`config.mk`:
```
export PLATFORM = sky130hd
export DESIGN_NAME = swm_front
export DESIGN_NICKNAME = d
export VERILOG_FILES = /design/src/sv/swm_pkg.sv /design/src/sv/swm_front.sv
export SDC_FILE = /design/constraint.sdc
export NUM_CORES = 1
export LEC_CHECK = 0
export BUFFER_PORTS_ARGS = -buffer_cell sky130_fd_sc_hd__buf_2
export CAP_MARGIN = 20
export CORE_ASPECT_RATIO = 1.2
export CORE_MARGIN = 1
export CORE_UTILIZATION = 51
export CTS_CLUSTER_SIZE = 40
export DETAILED_ROUTE_END_ITERATION = 6
export GPL_ROUTABILITY_DRIVEN = 1
export PLACE_DENSITY = 0.74
export SLEW_MARGIN = 15
export SYNTH_ARGS = -nofsm -noshare
export SYNTH_HDL_FRONTEND = slang
export SYNTH_SLANG_ARGS = --single-unit
```
`constraint.sdc`:
```
create_clock -name i_clk -period 3.4 [get_ports i_clk]
set_clock_uncertainty 0.15 [all_clocks]
set_input_delay 0.51 -clock i_clk [delete_from_list [all_inputs] [get_ports i_clk]]
set_output_delay 0.51 -clock i_clk [all_outputs]
set_load 0.05 [all_outputs]
```
`src/sv/swm_pkg.sv`:
```
// Shared types and constants for the sliding-window maximum filter.
package swm_pkg;

    // Sample and configuration widths.
    localparam int SAMPLE_W = 32;
    localparam int WIN_W    = 7;

    // Default deque depth and the window size after reset.
    localparam int WINDOW_MAX_DEF = 64;
    localparam logic [WIN_W-1:0] WIN_RESET = 7'd3;

    // Input queue between the front and the deque engine.
    localparam int Q_DEPTH = 2;
    localparam int Q_AW    = 1;
    localparam int Q_CW    = 2;

    // One input item as it travels through the queue.
    typedef struct packed {
        logic signed [SAMPLE_W-1:0] sample;
        logic                       last_sample;
    } t_item;

endpackage

```
`src/sv/swm_front.sv`:
```
// Input side: accepts samples and holds them in a short queue for the deque engine.
module swm_front (
    input  logic                                i_clk,
    input  logic                                i_rst_n,
    input  logic                                i_valid,
    output logic                                o_stall,
    input  logic signed [swm_pkg::SAMPLE_W-1:0] i_sample,
    input  logic                                i_last_sample,
    output logic                                o_item_valid,
    output swm_pkg::t_item                      o_item,
    input  logic                                i_item_take
);

    swm_pkg::t_item                r_q [swm_pkg::Q_DEPTH];
    logic [swm_pkg::Q_AW-1:0]      r_wp;
    logic [swm_pkg::Q_AW-1:0]      r_rp;
    logic [swm_pkg::Q_CW-1:0]      r_cnt;
    logic [swm_pkg::Q_CW-1:0]      n_cnt;
    logic                          push;
    logic                          pop;

    // The queue stalls the upstream side only when every slot is taken.
    assign o_stall      = (r_cnt == swm_pkg::Q_CW'(swm_pkg::Q_DEPTH));
    assign push         = i_valid && !o_stall;
    assign pop          = i_item_take;
    assign o_item_valid = (r_cnt != '0);
    assign o_item       = r_q[r_rp];

    // Occupancy follows pushes and pops.
    always_comb begin
        n_cnt = r_cnt;
        if (push && !pop) begin
            n_cnt = r_cnt + swm_pkg::Q_CW'(1);
        end else if (pop && !push) begin
            n_cnt = r_cnt - swm_pkg::Q_CW'(1);
        end
    end

    // Pointers and occupancy.
    always_ff @(posedge i_clk) begin
        if (!i_rst_n) begin
            r_wp  <= '0;
            r_rp  <= '0;
            r_cnt <= '0;
        end else begin
            if (push) begin
                r_wp <= r_wp + swm_pkg::Q_AW'(1);
            end
            if (pop) begin
                r_rp <= r_rp + swm_pkg::Q_AW'(1);
            end
            r_cnt <= n_cnt;
        end
    end

    // Queue storage needs no reset.
    always_ff @(posedge i_clk) begin
        if (push) begin
            r_q[r_wp] <= '{sample: i_sample, last_sample: i_last_sample};
        end
    end

endmodule

```
-- Word level (Yosys, flattened, before mapping)
Memory sizes are Yosys's and may differ from the RTL's. A register that Yosys moved wholly into a read port is not among the register bits.
Index checks and enable logic that the tools add are counted.
- word-level logic and storage cells: 23
- latch bits: 0
- ROM bits: 0
- flip-flop bits (word level): 4
- memory bits (writable): 66
- memories kept: 1
- input bits: 37
- $add $sub $neg: 4
- reduce and logical (&&, ||, !) cells: 8
- eq/ne operators: 1
- div/mod/pow operators: 0
- $lt $le $gt $ge: 0
- bitwise logic cells: 0
- muxes and demuxes: 6
- multipliers: 0
- shift-type cells: 0
- memories (name ; depth ; bits a word ; rd ports ; clocked after Yosys merged registers in ; write ports ; RTL line ; RTL):
    r_q ; 2 ; 33 ; 1 ; 1 ; 1 ; swm_front.sv:14 ; swm_pkg::t_item r_q [swm_pkg::Q_DEPTH];
- operators by type and width (cell ; count):
    $mux 1 ; 4
    $mux 2 ; 2
    $reduce_bool 2->1 ; 2
    $logic_and 1x1->1 ; 3
    $logic_not 1->1 ; 3
    $add 1x1->1 const B ; 2
    $add 2x1->2 const B ; 1
    $eq 2x2->1 const B ; 1
    $sub 2x1->2 const B ; 1

-- Logic depth before layout (Yosys ltp)
Gate-level depths: netlist of the first run.
- word-level depth: 7
- depth in mapped cells: 7

-- Worst setup path before layout of the first run
No wires, ideal clock.
- path type: register to register
- start: reg r_cnt[0] (netlist bit)
- end: mem r_q[0][0] (netlist bit), enable pin
- setup slack: 0.845 ns
- arrival: 1.985 ns
- stages on the path, launching flop included: 4
- library setup time: 0.419 ns
- period minus slack after synthesis: 2.555 ns
- path through: dfxtp_1 -> nand2b_2 -> inv_2 -> nor3_2
- word-level cells in the longest chain between the ends: 5
- RTL lines (element ; RTL line ; RTL):
    start: declaration ; swm_front.sv:17 ; logic [swm_pkg::Q_CW-1:0] r_cnt;
    start signal: assignment ; swm_front.sv:52 ; r_cnt <= n_cnt;
    $eq 2x2->1 ; swm_front.sv:23 ; assign o_stall = (r_cnt == swm_pkg::Q_CW'(swm_pkg::Q_DEPTH));
    net o_stall ; swm_front.sv:6 ; output logic o_stall,
    $logic_not 1->1 ; swm_front.sv:24 ; assign push = i_valid && !o_stall;
    $logic_and 1x1->1 ; swm_front.sv:24 ;
    $mux 1 ; swm_front.sv:58 ; if (push) begin
    $mux 1 (implied by the code) ; swm_front.sv:59 ; r_q[r_wp] <= '{sample: i_sample, last_sample: i_last_sample};
    end: declaration ; swm_front.sv:14 ;
The timed path passes the listed nets, and every way through them passes these cells.

==> impl_metrics.json, run 1 <==
{
  "ys_types": 22,
  "slew_violations": 0,
  "top_layer": "met4",
  "die_h_um": 80.5,
  "drtAntennaViolNets": 0,
  "fin_crit_sh": 0.779,
  "synth_area_leader_cell": "edfxtp_1",
  "syn_to_final_growth_pct": 24.3,
  "synth_ff_type": "edfxtp_1",
  "synth_seq_cells": 71,
  "rows": 28,
  "syn_nets": 166,
  "track_usage": 0.170,
  "drt_iter0_markers": 60,
  "required_ns": 2.74,
  "cellPowerDensity_nw_per_um2": 696,
  "hold_path.class": "input port to flip-flop",
  "clock-root-buffer": "clkbuf_8",
  "r2r_end": "r_q[0][23]$_DFFE_PP_",
  "reg2reg_slack_ns": 1.33,
  "antenna_found_initial": 0,
  "clk_latency_ns": 0.32,
  "setup_viol": 0,
  "setup_tns_ns": 0,
  "dp_slack_ns": 1.07,
  "firstDrtPassIters": 4,
  "worst_setup_path_start_kind": "flip-flop",
  "cp_max_fo": 20,
  "grt_remaining_overflow": 0,
  "synth.most_common_cell": "edfxtp_1",
  "path_cells": "buf_4 > mux2_2 > buf_2",
  "slew_headroom": 0.530,
  "clock-sinks": 71,
  "cts-resized-gates": 0,
  "wl_per_cell_um": 15.9,
  "clk_path_buf_depth": 2,
  "cp.arrival_ns": 1.99,
  "die_w_um": 67.4,
  "synth-edff-count": 66,
  "grt_pass1_wl_um": 6170,
  "hpwlAfterDp_um": 3020,
  "m1WireLength_um": 1560,
  "p_total_uw": 2260,
  "avgSynthCellArea_um2": 20.5,
  "ios": 72,
  "tritoncts": "done",
  "die_area_um2": 5430,
  "post_cts_buffers": 0,
  "antenna_cells": 0,
  "crit_path_end_kind": "output pin",
  "multi_input_area_um2": 504,
  "p_leak_uw": 0.00125,
  "grt_setup_unrepaired": "no",
  "synthTopCellsByArea": "edfxtp_1 (76%), mux2_2 (13%), dfxtp_1 (3.8%)",
  "cp_slowest_cell": "dfxtp_1",
  "ctsHoldBuffers": 0,
  "wl_met3_um": 218,
  "register_area_um2": 2080,
  "grt_pass1_vias": 1370,
  "vias": 1391,
  "outcome": "finished clean",
  "max_stage_delay_ns": 0.68,
  "grt_max_degree": 22,
  "setup_ws_ns": 0.752,
  "start_util": 0.530,
  "syn-instance-count": 128,
  "async_flop_share": 0,
  "tightest_slew_ns": 0.703,
  "core_um2": 4940,
  "vdd_drop_max_v": 0.000461,
  "cts.clk_slew.worst_paths_ns": 0.07,
  "crit_end": "o_item[29]",
  "fmax_ghz": 0.378,
  "drt_wl_total_um": 4360,
  "reg2reg_from": "r_cnt[0]$_SDFFE_PN0P_",
  "fin_crit_ns": 2.65,
  "fin_nets": 247,
  "numPortBuffers": 71,
  "fillers": 357,
  "ys_warn_count": 0,
  "reg2reg_depth": 4,
  "finish.utilization": 0.659,
  "finalHoldViolCount": 0,
  "place.gp.congestion": 0.695,
  "post_drt_via_cell_ratio": 5.08,
  "critical_path_class": "flip-flop to output pin",
  "drcViolationCount": 0,
  "syn_area_um2": 2620,
  "synth_commonest_cells": "edfxtp_1 (66), mux2_2 (30), dfxtp_1 (5)",
  "htreeDepth": 3,
  "numCtsBuffers": 9,
  "yosysSeqAreaShare": 0.795,
  "drv_cap": 0,
  "drive_gt1_frac": 0.561,
  "met2_length_um": 2450,
  "yosysTopAreaCellShare": 0.757
}
[per-layer routing]
metal  up-vias  global-route usage
li1        654                   -
met1       683               0.170
met2        45               0.295
met3         9              0.0625
met4         0              0.0979
met5         -                   0
[through the flow]
step | area, µm² | cells | hold WS, ns
final | 3250 | 274 | 0.219
after global routing | 3250 | 274 | 0.201
after CTS | 3250 | 274 | 0.202
after detailed placement | 3050 | 258 | 0.367
after global placement | 3050 | 258 | 0.344
after floorplan | 2620 | 128 | 0.327
[registers in the layout, summed over array words and instances, names as in the netlist, named ones only]
name,flops
r_cnt,2
r_rp,1
r_q,66
r_wp,1
[area by class of cell]
class                           instances  share of cell area
Clock inverter                          5              0.0223
Sequential cell                        71               0.640
Clock buffer                           11              0.0404
Multi-Input combinational cell         50               0.155
Inverter                                3             0.00346
Tap cell                               60              0.0231
Timing Repair Buffer                   74               0.116
[cell families (layout without fill, tap and decap cells)]
family                   after synthesis  in the layout  synth area share
buffers and inverters                  7             93            0.0148
flip-flops                            71             71             0.795
XOR/XNOR                               3              3            0.0100
adder cells (fa/ha/maj)                1              1           0.00478
AND/OR/NAND/NOR                        9              9            0.0229
multiplexers                          33             33             0.142
AO/OA/AOI/OAI                          4              4            0.0105
[worst min path at each step]
stage | from | to | slack, ns | cells past startpoint
after floorplan | r_cnt[1]$_SDFFE_PN0P_ | r_cnt[1]$_SDFFE_PN0P_ | 0.33 | 2
after global placement | r_cnt[1]$_SDFFE_PN0P_ | r_cnt[1]$_SDFFE_PN0P_ | 0.34 | 2
after detailed placement | r_cnt[1]$_SDFFE_PN0P_ | r_cnt[1]$_SDFFE_PN0P_ | 0.37 | 2
after CTS | i_sample[13] | r_q[0][14]$_DFFE_PP_ | 0.20 | 1
after global routing | i_sample[30] | r_q[0][31]$_DFFE_PP_ | 0.20 | 1
final | i_sample[11] | r_q[1][12]$_DFFE_PP_ | 0.22 | 1
[critical path: cells and delay by family, from the launching register on]
family	cells	cell delay (ns)
buf+inv	2	0.60
flops	1	0.68
mux	1	0.38
[where the power goes]
part / internal [µW] / switching (µW) / total [µW]
clock: 408 / 274 / 681
sequential: 1060 / 32.3 / 1090
combinational: 139 / 355 / 494
total: 1600 / 661 / 2260
[layout by cell type, fill, tap and decap left out, types with 2 or more instances in the layout]
cell type and n:
buf_4 3, inv_1 2, buf_2 71, mux2_2 30, dfxtp_1 5, clkbuf_8 9, bufinv_16 2, xor2_1 2
clkinv_1 2, edfxtp_1 66, mux2_1 3, and2_1 3, clkbuf_1 2
No activity file was read; power rests on OpenSTA's default activity.
==> run 2, diff against run 1 <==
--- a/config.mk
+++ b/config.mk
@@ -5,15 +5,16 @@
 export SDC_FILE = /design/constraint.sdc
 export NUM_CORES = 1
 export LEC_CHECK = 0
+export ABC_AREA = 1
 export BUFFER_PORTS_ARGS = -buffer_cell sky130_fd_sc_hd__buf_2
 export CAP_MARGIN = 20
 export CORE_ASPECT_RATIO = 1.2
 export CORE_MARGIN = 1
-export CORE_UTILIZATION = 51
+export CORE_UTILIZATION = 47
 export CTS_CLUSTER_SIZE = 40
 export DETAILED_ROUTE_END_ITERATION = 6
 export GPL_ROUTABILITY_DRIVEN = 1
-export PLACE_DENSITY = 0.74
+export PLACE_DENSITY = 0.71
 export SLEW_MARGIN = 15
 export SYNTH_ARGS = -nofsm -noshare
 export SYNTH_HDL_FRONTEND = slang
==> constraint.sdc (replaced) <==
create_clock -name i_clk -period 2.2 [get_ports i_clk]
set_clock_uncertainty 0.15 [all_clocks]
set_input_delay 0.33 -clock i_clk [delete_from_list [all_inputs] [get_ports i_clk]]
set_output_delay 0.33 -clock i_clk [all_outputs]
set_load 0.05 [all_outputs]
==> run 2 against run 1 <==
  * Setup slack got worse by 0.54 ns
  * Non-clock buffer count did not move
  * Area after synthesis rose by 6.0%
  * Wire length fell by 2.7%
  * Clock power rose by 54%
  * First-iteration DRC count rose by 23%
  * Sequential share of layout area fell by 2.9 points
  * Count of clock-buffer cells in the layout fell by 1
  * Critical path type unchanged
==> impl_metrics.json, run 2 <==
{
  "placed_area_um2": 3210,
  "crit_path_end_kind": "output pin",
  "setup_tns_ns": 0,
  "fillers": 431,
  "switchingPower_uw": 914,
  "vias": 1392,
  "fin_crit_sh": 0.903,
  "die_w_um": 72.1,
  "grt_setup_unrepaired": "no",
  "synth_seq_cells": 71,
  "cellPowerDensity_nw_per_um2": 981,
  "core_um2": 5670,
  "crit_family": "buffers and inverters",
  "avgSynthCellArea_um2": 20.0,
  "vdd_drop_max_v": 0.000747,
  "place.gp.congestion": 0.697,
  "drcViolationCount": 0,
  "tightest_slew_ns": 0.463,
  "synth-edff-count": 66,
  "antenna_cells": 0,
  "synth_ff_type": "edfxtp_1",
  "synth_area_leader_cell": "edfxtp_1",
  "worst_setup_path_start_kind": "flip-flop",
  "required_ns": 1.72,
  "whs_ns": 0.0334,
  "clock-sinks": 71,
  "cp_max_fo": 33,
  "async_flop_share": 0,
  "numCtsBuffers": 9,
  "slew_violations": 0,
  "htreeDepth": 3,
  "clock-root-buffer": "clkbuf_8",
  "drt_wl_total_um": 4240,
  "reg.largest.list": "r_q: 66 flops, r_cnt: 2 flops",
  "critical_path_class": "flip-flop to output pin",
  "clk_path_buf_depth": 2,
  "clk_latency_ns": 0.33,
  "firstDrtPassIters": 4,
  "ios": 72,
  "tritoncts": "done",
  "syn_nets": 177,
  "start_util": 0.490,
  "finalHoldViolCount": 0,
  "grt_remaining_overflow": 0,
  "slew_headroom": 0.692,
  "fin_nets": 258,
  "combPwrFrac": 0.197,
  "ys_types": 15,
  "cts.clk_slew.worst_paths_ns": 0.07,
  "antenna_found_initial": 0,
  "p_leak_uw": 0.00139,
  "hold_path.class": "input port to flip-flop",
  "max_stage_delay_ns": 0.38,
  "ys_warn_count": 0,
  "cp.arrival_ns": 1.51,
  "pwr-share-clk": 0.314,
  "numPortBuffers": 71,
  "path_cells": "buf_12 > mux2_2 > buf_2",
  "synthTopCellsByArea": "edfxtp_1 (71%), mux2_4 (16%), dfxtp_1 (3.6%)",
  "syn_area_um2": 2780,
  "power.internal_uw": 2430,
  "rows": 30,
  "outcome": "finished clean",
  "finalNonFillerCells": 305,
  "cp_slowest_cell": "mux2_2",
  "swShare": 0.273,
  "fin_crit_ns": 1.99,
  "synth.most_common_cell": "edfxtp_1",
  "largest_reg_flops": 66,
  "layout_commonest_cell": "buf_2",
  "synth_commonest_cells": "edfxtp_1 (66), mux2_4 (30), nor2_1 (9)",
  "grt_pass1_wl_um": 6800,
  "drtAntennaViolNets": 0,
  "track_usage": 0.153,
  "top_register": "r_q",
  "grt_pass1_vias": 1421,
  "cts-resized-gates": 0,
  "drive_gt1_frac": 0.542,
  "mostFrequentLayoutCells": "buf_2 (71), edfxtp_1 (66), mux2_4 (30), clkbuf_8 (9), inv_1 (8)",
  "post_cts_buffers": 0,
  "final_cell_area_um2": 3410,
  "sequentialPowerShare": 0.489,
  "reg2reg_slack_ns": 0.54,
  "yosysTopAreaCellShare": 0.714,
  "wl_per_cell_um": 13.9,
  "die_area_um2": 6220,
  "drv_cap": 0,
  "critPathBufInv": 2,
  "grt_max_degree": 34,
  "drt_iter0_markers": 74,
  "yosysSeqAreaShare": 0.750,
  "setup_viol": 0,
  "syn_to_final_growth_pct": 23.0,
  "post_drt_via_cell_ratio": 4.56,
  "placed_cells": 289,
  "syn-instance-count": 139,
  "die_h_um": 86.2,
  "fmax_ghz": 0.503,
  "ctsHoldBuffers": 0
}
run 2: changes by cell type after synthesis, moves of 2 or more:
cell,previous run,this run
buf_12,0,3
mux2_1,3,0
and2_1,3,0
mux2_2,30,3
inv_1,2,8
nor2_1,1,9
buf_4,3,0
nand2_1,0,7
xor2_1,2,0
mux2_4,0,30
run 2: worst paths after layout:
| check | startpoint | to | cells after the start |
|---|---|---|---|
| worst min-delay path | i_sample[25] | r_q[1][26]$_DFFE_PP_ | 1 |
| worst max-delay path | flip-flop | o_item[10] | 3 |
| worst min register to register | r_rp$_SDFFE_PN0P_ | r_rp$_SDFFE_PN0P_ | 2 |
| worst max register to register | r_cnt[1]$_SDFFE_PN0P_ | r_cnt[1]$_SDFFE_PN0P_ | 9 |
run 2: power by group through the flow:
stage	Clock [µW]	Combinational, µW	Sequential [µW]
final	1050	660	1640
after global routing	1150	701	1650
after CTS	1090	668	1640
after detailed placement	0	667	1670
after global placement	0	656	1660
after floorplan	0	532	1660
run 2: per-stage QoR:
stage | setup WS (ns) | util | power [µW]
final | 0.214 | 0.602 | 3350
after global routing | 0.150 | 0.602 | 3490
after CTS | 0.170 | 0.602 | 3390
after detailed placement | 0.537 | 0.566 | 2330
after global placement | 0.570 | 0.566 | 2320
after floorplan | -0.245 | - | 2190
run 2: logic make-up after synthesis:
group | after synthesis | share of synthesized area
compound gates | 4 | 0.00857
mux | 33 | 0.174
flops | 71 | 0.750
buf+inv | 12 | 0.0365
fa+ha+maj | 1 | 0.00451
simple gates | 18 | 0.0257
run 2: cell type report:
class	instances	area (µm²)	share of cell area
repair buffers	74	390	0.114
clock inverters	6	75.1	0.0220
inverters	8	30.0	0.00880
flip-flops and latches	71	2080	0.610
well taps	80	100	0.0293
clock buffers	10	128	0.0374
multi-input cells	56	607	0.178
run 2: metal layers:
layer / share of wire / global-route usage / wire length [µm] / vias up
li1: - / - / - / 681
met1: 0.40 / 0.177 / 1710 / 661
met2: 0.52 / 0.245 / 2220 / 40
met3: 0.046 / 0.0535 / 197 / 10
met4: 0.025 / 0.0945 / 106 / 0
met5: 0 / 0 / 0 / -
